**src/hdl/vsse_pkg.sv**
```systemverilog
`timescale 1ns / 1ps
// shared constants and types for the voxel slice shell extractor
// no dependencies; used by vsse_outq and the top level

package vsse_pkg;

    localparam int CFG_W       = 11;
    localparam int CFG_IDX_W   = 1;
    localparam int VOXEL_W     = 16;
    localparam int IN_USER_W   = 1;
    localparam int OUT_TDATA_W = 8;

    localparam int DEF_MAX_WIDTH  = 1024;
    localparam int DEF_MAX_HEIGHT = 1024;
    localparam int MIN_DIM        = 2;

    localparam logic [CFG_W-1:0] RESET_IMAGE_WIDTH  = 11'd512;
    localparam logic [CFG_W-1:0] RESET_IMAGE_HEIGHT = 11'd512;

    localparam logic [CFG_IDX_W-1:0] REG_IMAGE_WIDTH  = 1'b0;
    localparam logic [CFG_IDX_W-1:0] REG_IMAGE_HEIGHT = 1'b1;

    localparam logic [IN_USER_W-1:0] OP_VOXEL = 1'b0;
    localparam logic [IN_USER_W-1:0] OP_FLUSH = 1'b1;

    localparam int OUTQ_DEPTH = 3;
    localparam int OUTQ_PTR_W = 2;
    localparam int OUTQ_CNT_W = 2;

    // line buffer word for one voxel: its own bit and its left, right and up neighbors
    typedef struct packed {
        logic up;
        logic right;
        logic mid;
        logic left;
    } entry_t;

    localparam int ENTRY_W = $bits(entry_t);

    typedef struct packed {
        logic shell;
        logic end_of_slice;
    } result_t;

endpackage

```
**src/hdl/vsse_outq.sv**
```systemverilog
`timescale 1ns / 1ps
// small result queue that decouples the window logic from output backpressure
// depends on vsse_pkg

module vsse_outq (
    input  logic                                clk,
    input  logic                                rst_n,
    input  logic                                wr_valid,
    input  vsse_pkg::result_t                   wr_data,
    output logic                                rd_valid,
    input  logic                                rd_ready,
    output vsse_pkg::result_t                   rd_data,
    output logic [vsse_pkg::OUTQ_CNT_W-1:0]     count
);

    localparam int PW = vsse_pkg::OUTQ_PTR_W;
    localparam int NW = vsse_pkg::OUTQ_CNT_W;
    localparam logic [PW-1:0] PTR_LAST = PW'(vsse_pkg::OUTQ_DEPTH - 1);

    vsse_pkg::result_t slots_reg [vsse_pkg::OUTQ_DEPTH];

    logic [PW-1:0] wr_ptr_reg;
    logic [PW-1:0] wr_ptr_next;
    logic [PW-1:0] rd_ptr_reg;
    logic [PW-1:0] rd_ptr_next;
    logic [NW-1:0] count_reg;
    logic [NW-1:0] count_next;
    logic          pop;

    assign pop      = rd_valid & rd_ready;
    assign rd_valid = (count_reg != '0);
    assign rd_data  = slots_reg[rd_ptr_reg];
    assign count    = count_reg;

    always_comb
    begin
        wr_ptr_next = wr_ptr_reg;
        rd_ptr_next = rd_ptr_reg;
        if (wr_valid)
        begin
            wr_ptr_next = (wr_ptr_reg == PTR_LAST) ? '0 : wr_ptr_reg + PW'(1);
        end
        if (pop)
        begin
            rd_ptr_next = (rd_ptr_reg == PTR_LAST) ? '0 : rd_ptr_reg + PW'(1);
        end
        case ({wr_valid, pop})
            2'b10:   count_next = count_reg + NW'(1);
            2'b01:   count_next = count_reg - NW'(1);
            default: count_next = count_reg;
        endcase
    end

    always_ff @(posedge clk or negedge rst_n)
    begin
        if (!rst_n)
        begin
            wr_ptr_reg <= '0;
            rd_ptr_reg <= '0;
            count_reg  <= '0;
        end
        else
        begin
            wr_ptr_reg <= wr_ptr_next;
            rd_ptr_reg <= rd_ptr_next;
            count_reg  <= count_next;
        end
    end

    always_ff @(posedge clk)
    begin
        if (wr_valid)
        begin
            slots_reg[wr_ptr_reg] <= wr_data;
        end
    end

endmodule

```
**config.mk**
```make
export PLATFORM = sky130hd
export DESIGN_NAME = vsse_outq
export DESIGN_NICKNAME = d
export VERILOG_FILES = /design/src/hdl/vsse_pkg.sv /design/src/hdl/vsse_outq.sv
export SDC_FILE = /design/constraint.sdc
export NUM_CORES = 1
export LEC_CHECK = 0
export BUFFER_PORTS_ARGS = -buffer_cell sky130_fd_sc_hd__buf_4
export CAP_MARGIN = 15
export CELL_PAD_IN_SITES_DETAIL_PLACEMENT = 2
export CELL_PAD_IN_SITES_GLOBAL_PLACEMENT = 2
export CORE_UTILIZATION = 38
export CTS_BUF_LIST = sky130_fd_sc_hd__clkbuf_8
export CTS_CLUSTER_SIZE = 20
export DETAILED_ROUTE_END_ITERATION = 7
export GPL_TIMING_DRIVEN = 0
export HOLD_SLACK_MARGIN = 0.02
export PLACE_DENSITY = 0.8
export SYNTH_ARGS = -nofsm -noshare
export SYNTH_HDL_FRONTEND = slang
export SYNTH_SLANG_ARGS = --single-unit
```
**constraint.sdc**
```tcl
create_clock -name clk -period 3.8 [get_ports clk]
set_input_delay 0.19 -clock clk [delete_from_list [all_inputs] [get_ports clk]]
set_output_delay 0.19 -clock clk [all_outputs]
set_load 0.05 [all_outputs]
```
==> results.ini, run 1 <==
[sta]
fin_skew_ns=0.0002200
tightest_slew_ns=0.4608
finalSetupTns_ns=0
rsz0062_at_grt=no
fmax_mhz=659.9
hold_viol=0
slew_viol_final=0
period_share=0.3988
layout_setup_ws_ns=2.285
finalSetupViolCount=0
slew_headroom=0.6904
min_period_ns=1.515

[synthesis]
synthMuxAreaShare=0.04040
synth_top_cell_area_share=0.3636
syn_area_per_cell_um2=13.04
yosysSeqAreaShare=0.6667
synth_fa_ha_area_frac=0.02525
synth_fp_nets=45
netlist_instances=38
synthXorXnorAreaFrac=0.05303
yosys_warnings=0
yosys.area_share.simple=0.1061
synth_seq_cells=12
synth_cell_types=17
async_reset_ff_frac=0.5000
netlist_area_um2=495.5
synth-edff-count=6
synth_compound_area_frac=0.09343
synth_top_area_cell=edfxtp_1
synthTopCellsByArea=edfxtp_1, dfrtp_1, a21o_1
synth_top_family_by_area=simple AND/OR/NAND/NOR gates
synthTopCellsByCount=dfrtp_1, edfxtp_1, nand2_1, a21o_1, o21ai_1
synthFlopType=edfxtp_1

[cells_and_area]
layout-drive-gt1-share=0.2830
layout.nets=61
num_antenna_cells=0
syn_to_final_growth_pct=29.80
largest_reg_flops=6

[drt]
first_pass_iters=2
via_count=333
drcViolationCount=0
drt_iter0_markers=6
post_drt_wl_per_cell_um=19.51
routed_wl_mm=1.307
ant_nets=0
via_per_inst=4.970

[grt]
grt_pass1_vias=388
antenna_found_initial=0
grt_max_degree=8
gr-total-overflow=0
grt_pass1_wl_mm=2.021
gr-usage-all-layers=0.2388

[cts]
ctsRootBufferMaster=clkbuf_8
htreeDepth=1
clkTransAtPathRegs_ns=0.05
cts-resized-gates=0
cts_setup_buffers=0
cts_made_buffers=3
clockBufferDepth=2
cts_tree=yes
clkSinkCount=12
clk_latency_ns=0.24

[run]
maxCapViolCount=0

[place]
hpwl_um=966
port_buffers=10
dp_slack_ns=2.274
gp_congestion=0.6778

[worst_hold_path]
hold_path.class=in2reg

[power_and_ir_drop]
seqPwrFrac=0.374
fin_total_pwr_mw=0.6204
p_int_mw=0.3450
comb_power_share=0.437
peakVddDrop_v=0.0003776
clock_power_share=0.189
p_leak_nw=0.2956
powerDensity_mw_per_mm2=964.7
switching_share=0.4439
p_sw_mw=0.2754

[setup_path]
crit_type=reg2reg
worst_path_max_delay_cell=dfrtp_1
cp-end-kind=register
worstPathArrival_ns=1.68
crit_chain=o21ai_2 > inv_1 > ha_1 > nor2_1 > xor2_1
start_kind=register
cp_max_fo=5
cp_data_required_time_ns=3.97
slowest_delay_ns=0.44

[die]
chipWidth_um=38.11
io_pins=11
start_util=0.4286
placementRows=12
fp.dieArea_mm2=0.001452
fp.dieH_um=38.11
placeableCoreArea_mm2=0.001156

[outcome]
status=finished clean

stage by stage:
stage | instances | utilization | cell area, um2 | hold slack, ns
floorplan | 38 | - | 495.5 | -0.1056
global placement | 62 | 0.5087 | 588.1 | -0.0008963
detailed placement | 62 | 0.5087 | 588.1 | 0.006523
CTS | 67 | 0.5563 | 643.1 | 0.1399
global route | 67 | 0.5563 | 643.1 | 0.1346
finish | 67 | 0.5563 | 643.1 | 0.1457
routing by layer:
layer	wire, um	global-route usage	up-vias
li1	-	-	160
met1	519	0.2346	163
met2	720	0.4364	8
met3	49	0.08721	2
met4	18	0.1071	0
met5	0	0	-
area by class of cell:
class | instances | area (um2)
Sequential cell | 12 | 330.3
Inverter | 2 | 7.507
Timing Repair Buffer | 11 | 85.08
Tap cell | 14 | 17.52
Multi-Input combinational cell | 24 | 157.7
Clock buffer | 3 | 41.29
Fill cell | 108 | 513.0
Clock inverter | 1 | 3.754
power by group through the flow:
stage          sequential [mW]  combinational [mW]  clock (mW)
6_report                 0.232               0.271       0.117
3_3_place_gp             0.223               0.252           0
2_1_floorplan            0.257               0.153           0
5_1_grt                  0.236               0.286       0.124
3_5_place_dp             0.232               0.270           0
4_1_cts                  0.231               0.273       0.119
layout by cell type (no fill, tap or decap), types with 2 or more instances in the layout:
cell,instances
edfxtp_1,6
nor2_1,2
nand2_1,4
clkbuf_8,3
buf_4,10
a21o_1,3
mux2i_1,2
inv_1,2
nor3_1,2
o21ai_1,3
dfrtp_1,6
xnor2_1,2
worst max-delay path, delay by kind of cell, from the launching register on:
| family | cells | cell delay (ns) |
|---|---|---|
| xor+xnor | 1 | 0.15 |
| buf+inv | 1 | 0.10 |
| fa+ha+maj | 1 | 0.31 |
| simple gates | 1 | 0.14 |
| flops | 1 | 0.44 |
| compound gates | 1 | 0.30 |
kinds of logic (layout without fill, tap and decap cells):
family,count (synthesis),in the layout
compound gates,7,7
xor+xnor,3,3
fa+ha+maj,1,1
buf+inv,2,17
flops,12,12
mux,2,2
simple gates,11,11
final timing paths:
path                          startpoint               to  slack, ns  depth (start not counted)
setup / recovery                count[0]         count[1]       2.28                          5
hold / removal                wr_data[1]  slots_reg[2][1]       0.15                          1
setup reg to reg                count[0]         count[1]       2.28                          5
hold reg to reg            wr_ptr_reg[0]    wr_ptr_reg[0]       0.56                          1
max in group asynchronous          rst_n         count[0]       3.38                          2
min in group asynchronous          rst_n    rd_ptr_reg[0]       0.30                          2
repair_timing:
action / 4_1_cts / 5_1_grt
setup endpoints to repair: 0 / 0
hold endpoints to repair: 6 / 0
hold buffers: 1 / 0
(Power assumes the default switching activity.)
==> inputs of run 2 (changes only) <==
ABC_AREA = 1   (was default)
CORE_UTILIZATION = 30   (was 38)
PLACE_DENSITY = 0.72   (was 0.8)
clock period = 1.3 ns   (was 3.8 ns; I/O delays follow)
==> run 2 against run 1 <==
Compared with the run above:
- first-iteration DRC count down 67%
- highest routed layer unchanged
- non-clock buffer count is 3 higher
- fmax up 18%
- cell count grew 31%
- final area rose by 20%
- largest cell class unchanged
==> results.ini, run 2 <==
[drt]
via_count=413
first_pass_iters=4
drt_iter0_markers=2
post_drt_wl_per_cell_um=13.05
drcViolationCount=0
routed_wl_mm=1.148
ant_nets=0
via_per_inst=4.693

[cts]
clkSinkCount=12
htreeDepth=1
clk_latency_ns=0.25
ctsRootBufferMaster=clkbuf_8
cts_made_buffers=3
clkTransAtPathRegs_ns=0.05
clockBufferDepth=2
cts_tree=yes

[grt]
grt_pass1_vias=432
grt_pass1_wl_mm=1.918
antenna_found_initial=0
gr-total-overflow=0
grt_max_degree=8
gr-usage-all-layers=0.1499

[setup_path]
crit_buf_inv=3
crit_type=reg2reg
crit_chain=inv_4 > nand2_8 > nand2_4 > clkinv_4 > ha_4 > inv_4 > nand4_1 > nand2_1
worstSetupPathDepth=8
crit_family=flip-flops
cp_max_fo=3
cp-end-kind=register
cp_data_required_time_ns=1.43
start_kind=register
worstPathArrival_ns=1.41
worstRegToRegCells=8
slowest_delay_ns=0.42
worst_path_max_delay_cell=dfrtp_2
crit_top_cell=inv_4

[synthesis]
synthTopCellsByArea=edfxtp_1, dfrtp_1, nand2_1
synth_fp_nets=61
synth_top_cell_area_share=0.3396
netlist_area_um2=530.5
yosys_warnings=0
synth_top_area_cell=edfxtp_1
synthTopCellsByCount=nand2_1, inv_1, dfrtp_1, edfxtp_1, nand3_1
syn_area_per_cell_um2=9.824
yosysMostFrequentCell=nand2_1
synthFlopType=edfxtp_1
yosysSeqAreaShare=0.6226
netlist_instances=54
synth_seq_cells=12
synth-edff-count=6
async_reset_ff_frac=0.5000
synth_cell_types=15

[sta]
finalSetupViolCount=0
tightest_slew_ns=0.3215
hold_viol=0
fin_skew_ns=0.004069
finalSetupTns_ns=0
rsz0062_at_grt=yes
slew_headroom=0.7840
fmax_mhz=781.1
slew_viol_final=0
min_period_ns=1.280
period_share=0.9848

[cells_and_area]
largest_reg_flops=6
most-common-layout-cells=nand2_1, buf_4, inv_1
layout-drive-gt1-share=0.3889
syn_to_final_growth_pct=45.05
layout_commonest_cell=nand2_1
fill_cells=166
num_antenna_cells=0
ff_latch_area_um2=334.1
layout.nets=80
finish.utilization=0.4881
multi_input_area_um2=196.4

[power_and_ir_drop]
fin_total_pwr_mw=2.097
powerDensity_mw_per_mm2=2725
p_leak_nw=0.3593
peakVddDrop_v=0.001410

[worst_hold_path]
min_path_cells=2
hold_path.class=in2reg

[die]
chipWidth_um=44.05
fp.dieArea_mm2=0.001940
start_util=0.3365
io_pins=11
fp.dieH_um=44.05
placementRows=14
placeableCoreArea_mm2=0.001577

[place]
hpwl_um=802.2
port_buffers=10
gp_congestion=0.6868

[run]
maxCapViolCount=0

[outcome]
status=finished clean

==> run 2: logic make-up after synthesis <==
group	Yosys count	share of synthesized area
buffers and inverters	11	0.08019
adders and majority gates	1	0.02358
xor gates and xnor gates	1	0.01651
and+or+nand+nor	27	0.2382
AOI/OAI and AO/OA	2	0.01885
DFF	12	0.6226
==> run 2: repair_timing <==
item / 4_1_cts / 5_1_grt
cloned: 0 / 0
hold endpoints to repair: 12 / 0
hold buffers: 3 / 0
buffers inserted: 1 / 0
pin swaps: 0 / 1
gates resized for setup: 1 / 8
endpoints found under the setup margin: 2 / 3
==> run 2: worst register-to-register path, cell delays in order (launching register included) <==
cell and delay [ns]:
dfrtp_2 0.42, inv_4 0.09, nand2_8 0.06, nand2_4 0.08, clkinv_4 0.07, ha_4 0.28
inv_4 0.04, nand4_1 0.08, nand2_1 0.05
==> run 2: power by group <==
part	switching, mW	internal [mW]
sequential	0.108	0.534
combinational	0.716	0.391
clock	0.140	0.208
==> run 2: layout make-up <==
type	count	share of cell area
Clock buffer	3	0.05366
Multi-Input combinational cell	31	0.2553
Sequential cell	12	0.4341
Timing Repair Buffer	14	0.1561
Tap cell	16	0.02602
Inverter	11	0.06992
Clock inverter	1	0.004878
==> run 2: per-stage QoR <==
| stage | cells | setup slack, ns | hold WS, ns | area (um2) |
|---|---|---|---|---|
| 2_1_floorplan | 54 | -0.1271 | -0.2306 | 563.0 |
| 3_3_place_gp | 80 | 0.02444 | -0.1237 | 658.1 |
| 3_5_place_dp | 80 | 0.01171 | -0.1207 | 658.1 |
| 4_1_cts | 88 | 0.01249 | 0.02169 | 743.2 |
| 5_1_grt | 88 | -0.04668 | 0.02598 | 769.5 |
| 6_report | 88 | 0.01973 | 0.01868 | 769.5 |
==> run 2: final timing paths <==
check | startpoint | endpoint | slack (ns)
max reg2reg | count[0] | count[1] | 0.02
max in group asynchronous | rst_n | count[1] | 1.01
max | count[0] | count[1] | 0.02
min reg2reg | count[1] | count[1] | 0.53
min | wr_valid | wr_ptr_reg[0] | 0.02
min in group asynchronous | rst_n | wr_ptr_reg[0] | 0.16
==> run 2: metal layers <==
layer  global-route usage  share of wire  wire length (um)
met1               0.1649           0.43               498
met2               0.2500           0.50               573
met3              0.02449          0.028                32
met4               0.1273          0.037                43
met5                    0              0                 0
==> inputs of run 3 (changes only) <==
--- a/config.mk
+++ b/config.mk
@@ -7,4 +7,5 @@
 export LEC_CHECK = 0
 export ABC_AREA = 1
+export ABC_CLOCK_PERIOD_IN_PS = 1300
 export BUFFER_PORTS_ARGS = -buffer_cell sky130_fd_sc_hd__buf_4
 export CAP_MARGIN = 15
==> constraint.sdc (replaced) <==
create_clock -name clk -period 1.3 [get_ports clk]
set_input_delay 0.065 -clock clk [delete_from_list [all_inputs] [get_ports clk]]
set_output_delay 0.065 -clock clk [all_outputs]
set_load 0.01 [all_outputs]
==> run 3 against run 2 <==
Compared with the run above:
- clock power is 3% higher
- power is 15% lower
- final area is 1.6% lower
- combinational power is 26% lower
- via count is 4.1% higher
- non-clock buffer count is 4 higher
- core utilization is 0.79 points lower
- cell count is 4.5% higher
- flip-flop and latch count stayed put
- first-iteration DRC count is 50% lower
- sequential share of layout area is 0.22 points higher
- critical endpoint unchanged
- highest routed layer unchanged
==> results.ini, run 3 (synthesized netlist as in run 2, its figures left out) <==
[setup_path]
crit_chain=inv_2 > nand2_4 > nand2_4 > inv_4 > ha_4 > inv_2 > nand4_1 > nand2_1
worstPathArrival_ns=1.40
crit_buf_inv=3
cp-end-kind=register
slowest_delay_ns=0.39
crit_type=reg2reg
crit_family=flip-flops
cp_max_fo=3
crit_start=count[1]
worst_path_max_delay_cell=dfrtp_1
worstRegToRegCells=8
reg2reg_from=count[1]
endpoint=count[1]
start_kind=register
worst-r2r-setup-slack_ns=0.03
cp_data_required_time_ns=1.43
worstSetupPathDepth=8
regToRegEndpoint=count[1]

[drt]
first_pass_iters=4
ant_nets=0
via_count=430
via_per_inst=4.674
routed_wl_mm=1.488
drt_iter0_markers=1
post_drt_wl_per_cell_um=16.17
drcViolationCount=0

[sta]
rsz0062_at_grt=yes
tightest_slew_ns=0.3428
hold_viol=0
hold_ws_ns=0.02409
slew_viol_final=0
slew_headroom=0.7697
finalSetupViolCount=0
min_period_ns=1.267
fin_skew_ns=0.004679
fmax_mhz=789.4
period_share=0.9745

[worst_hold_path]
hold_path.class=in2reg

[cells_and_area]
final_area_um2=757.0
syn_to_final_growth_pct=42.69
layout.nets=84
finish.utilization=0.4802
layout_commonest_cell=nand2_1
num_antenna_cells=0
largest_reg_flops=6
layout-drive-gt1-share=0.3553
most-common-layout-cells=nand2_1, buf_4, inv_1

[outcome]
status=finished clean

[grt]
grt_pass1_wl_mm=2.373
antenna_found_initial=0
grt-busiest-layer=met2
met3_usage=0.04898
gr-usage-all-layers=0.1845
gr-total-overflow=0
grt_max_degree=8
grt_pass1_vias=510
use_met2=0.3500
grtUsageMet1=0.1737

[cts]
ctsRootBufferMaster=clkbuf_8
htreeDepth=1
clockBufferDepth=2
clkSinkCount=12
clkTransAtPathRegs_ns=0.05
clk_latency_ns=0.25
cts_tree=yes
cts_made_buffers=3

[power_and_ir_drop]
peakVddDrop_v=0.0009815
powerDensity_mw_per_mm2=2364
p_leak_nw=0.3734

[die]
placementRows=14
io_pins=11
fp.dieH_um=44.05
chipWidth_um=44.05
start_util=0.3365
placeableCoreArea_mm2=0.001577
fp.dieArea_mm2=0.001940

[place]
hpwl_um=813.2
dpl_cell_area_um2=638.1
port_buffers=10
gp_congestion=0.7321

[run]
maxCapViolCount=0

-- run 3: worst reg2reg max path, delay by kind of cell (launching register included) --
family / cells / cell delay, ns
fa+ha+maj: 1 / 0.28
buf+inv: 3 / 0.20
flops: 1 / 0.39
simple gates: 4 / 0.30
-- run 3: worst min path at each step --
stage | from | to | slack (ns) | cells after the start
after floorplan | rst_n | count[0] | -0.23 | 0
after global placement | rst_n | rd_ptr_reg[0] | -0.12 | 1
after global routing | wr_valid | wr_ptr_reg[0] | 0.04 | 2
final | wr_valid | wr_ptr_reg[0] | 0.02 | 2
after CTS | wr_valid | wr_ptr_reg[0] | 0.03 | 2
after detailed placement | rst_n | rd_ptr_reg[0] | -0.12 | 1
-- run 3: final cells by class --
cell class	instances	area, um2
clock inverters	1	3.754
multi-input cells	31	175.2
well taps	16	20.02
inverters	11	43.79
repair buffers	18	142.6
flip-flops and latches	12	330.3
fillers	173	819.5
clock buffers	3	41.29
-- run 3: routing by layer --
| layer | vias up | wire [um] |
|---|---|---|
| met4 | 0 | 36 |
| met3 | 5 | 43 |
| met2 | 8 | 869 |
| met5 | - | 0 |
| li1 | 213 | - |
| met1 | 204 | 540 |
-- run 3: timing repair --
item                                    in CTS  in global routing
gates resized for setup                      0                  4
gates cloned                                 0                  0
endpoints found under the setup margin       1                  3
hold buffers                                 3                  0
hold endpoints to repair                    12                  0
setup buffers                                2                  3
pin swaps                                    0                  1
-- run 3: power by group --
group	internal [mW]	switching, mW
registers	0.524	0.0861
logic	0.383	0.436
clock network	0.209	0.150
total	1.12	0.673
-- run 3: stage by stage --
| step | TNS [ns] | power [mW] | cells | setup slack (ns) |
|---|---|---|---|---|
| final | 0 | 1.790 | 92 | 0.03321 |
| after detailed placement | -0.01721 | 1.256 | 80 | -0.01721 |
| after CTS | 0 | 1.669 | 89 | 0.02011 |
| after floorplan | 0 | 0.9989 | 54 | 0.03768 |
| after global placement | 0 | 1.231 | 80 | 0.02058 |
| after global routing | -0.05332 | 1.904 | 92 | -0.05332 |
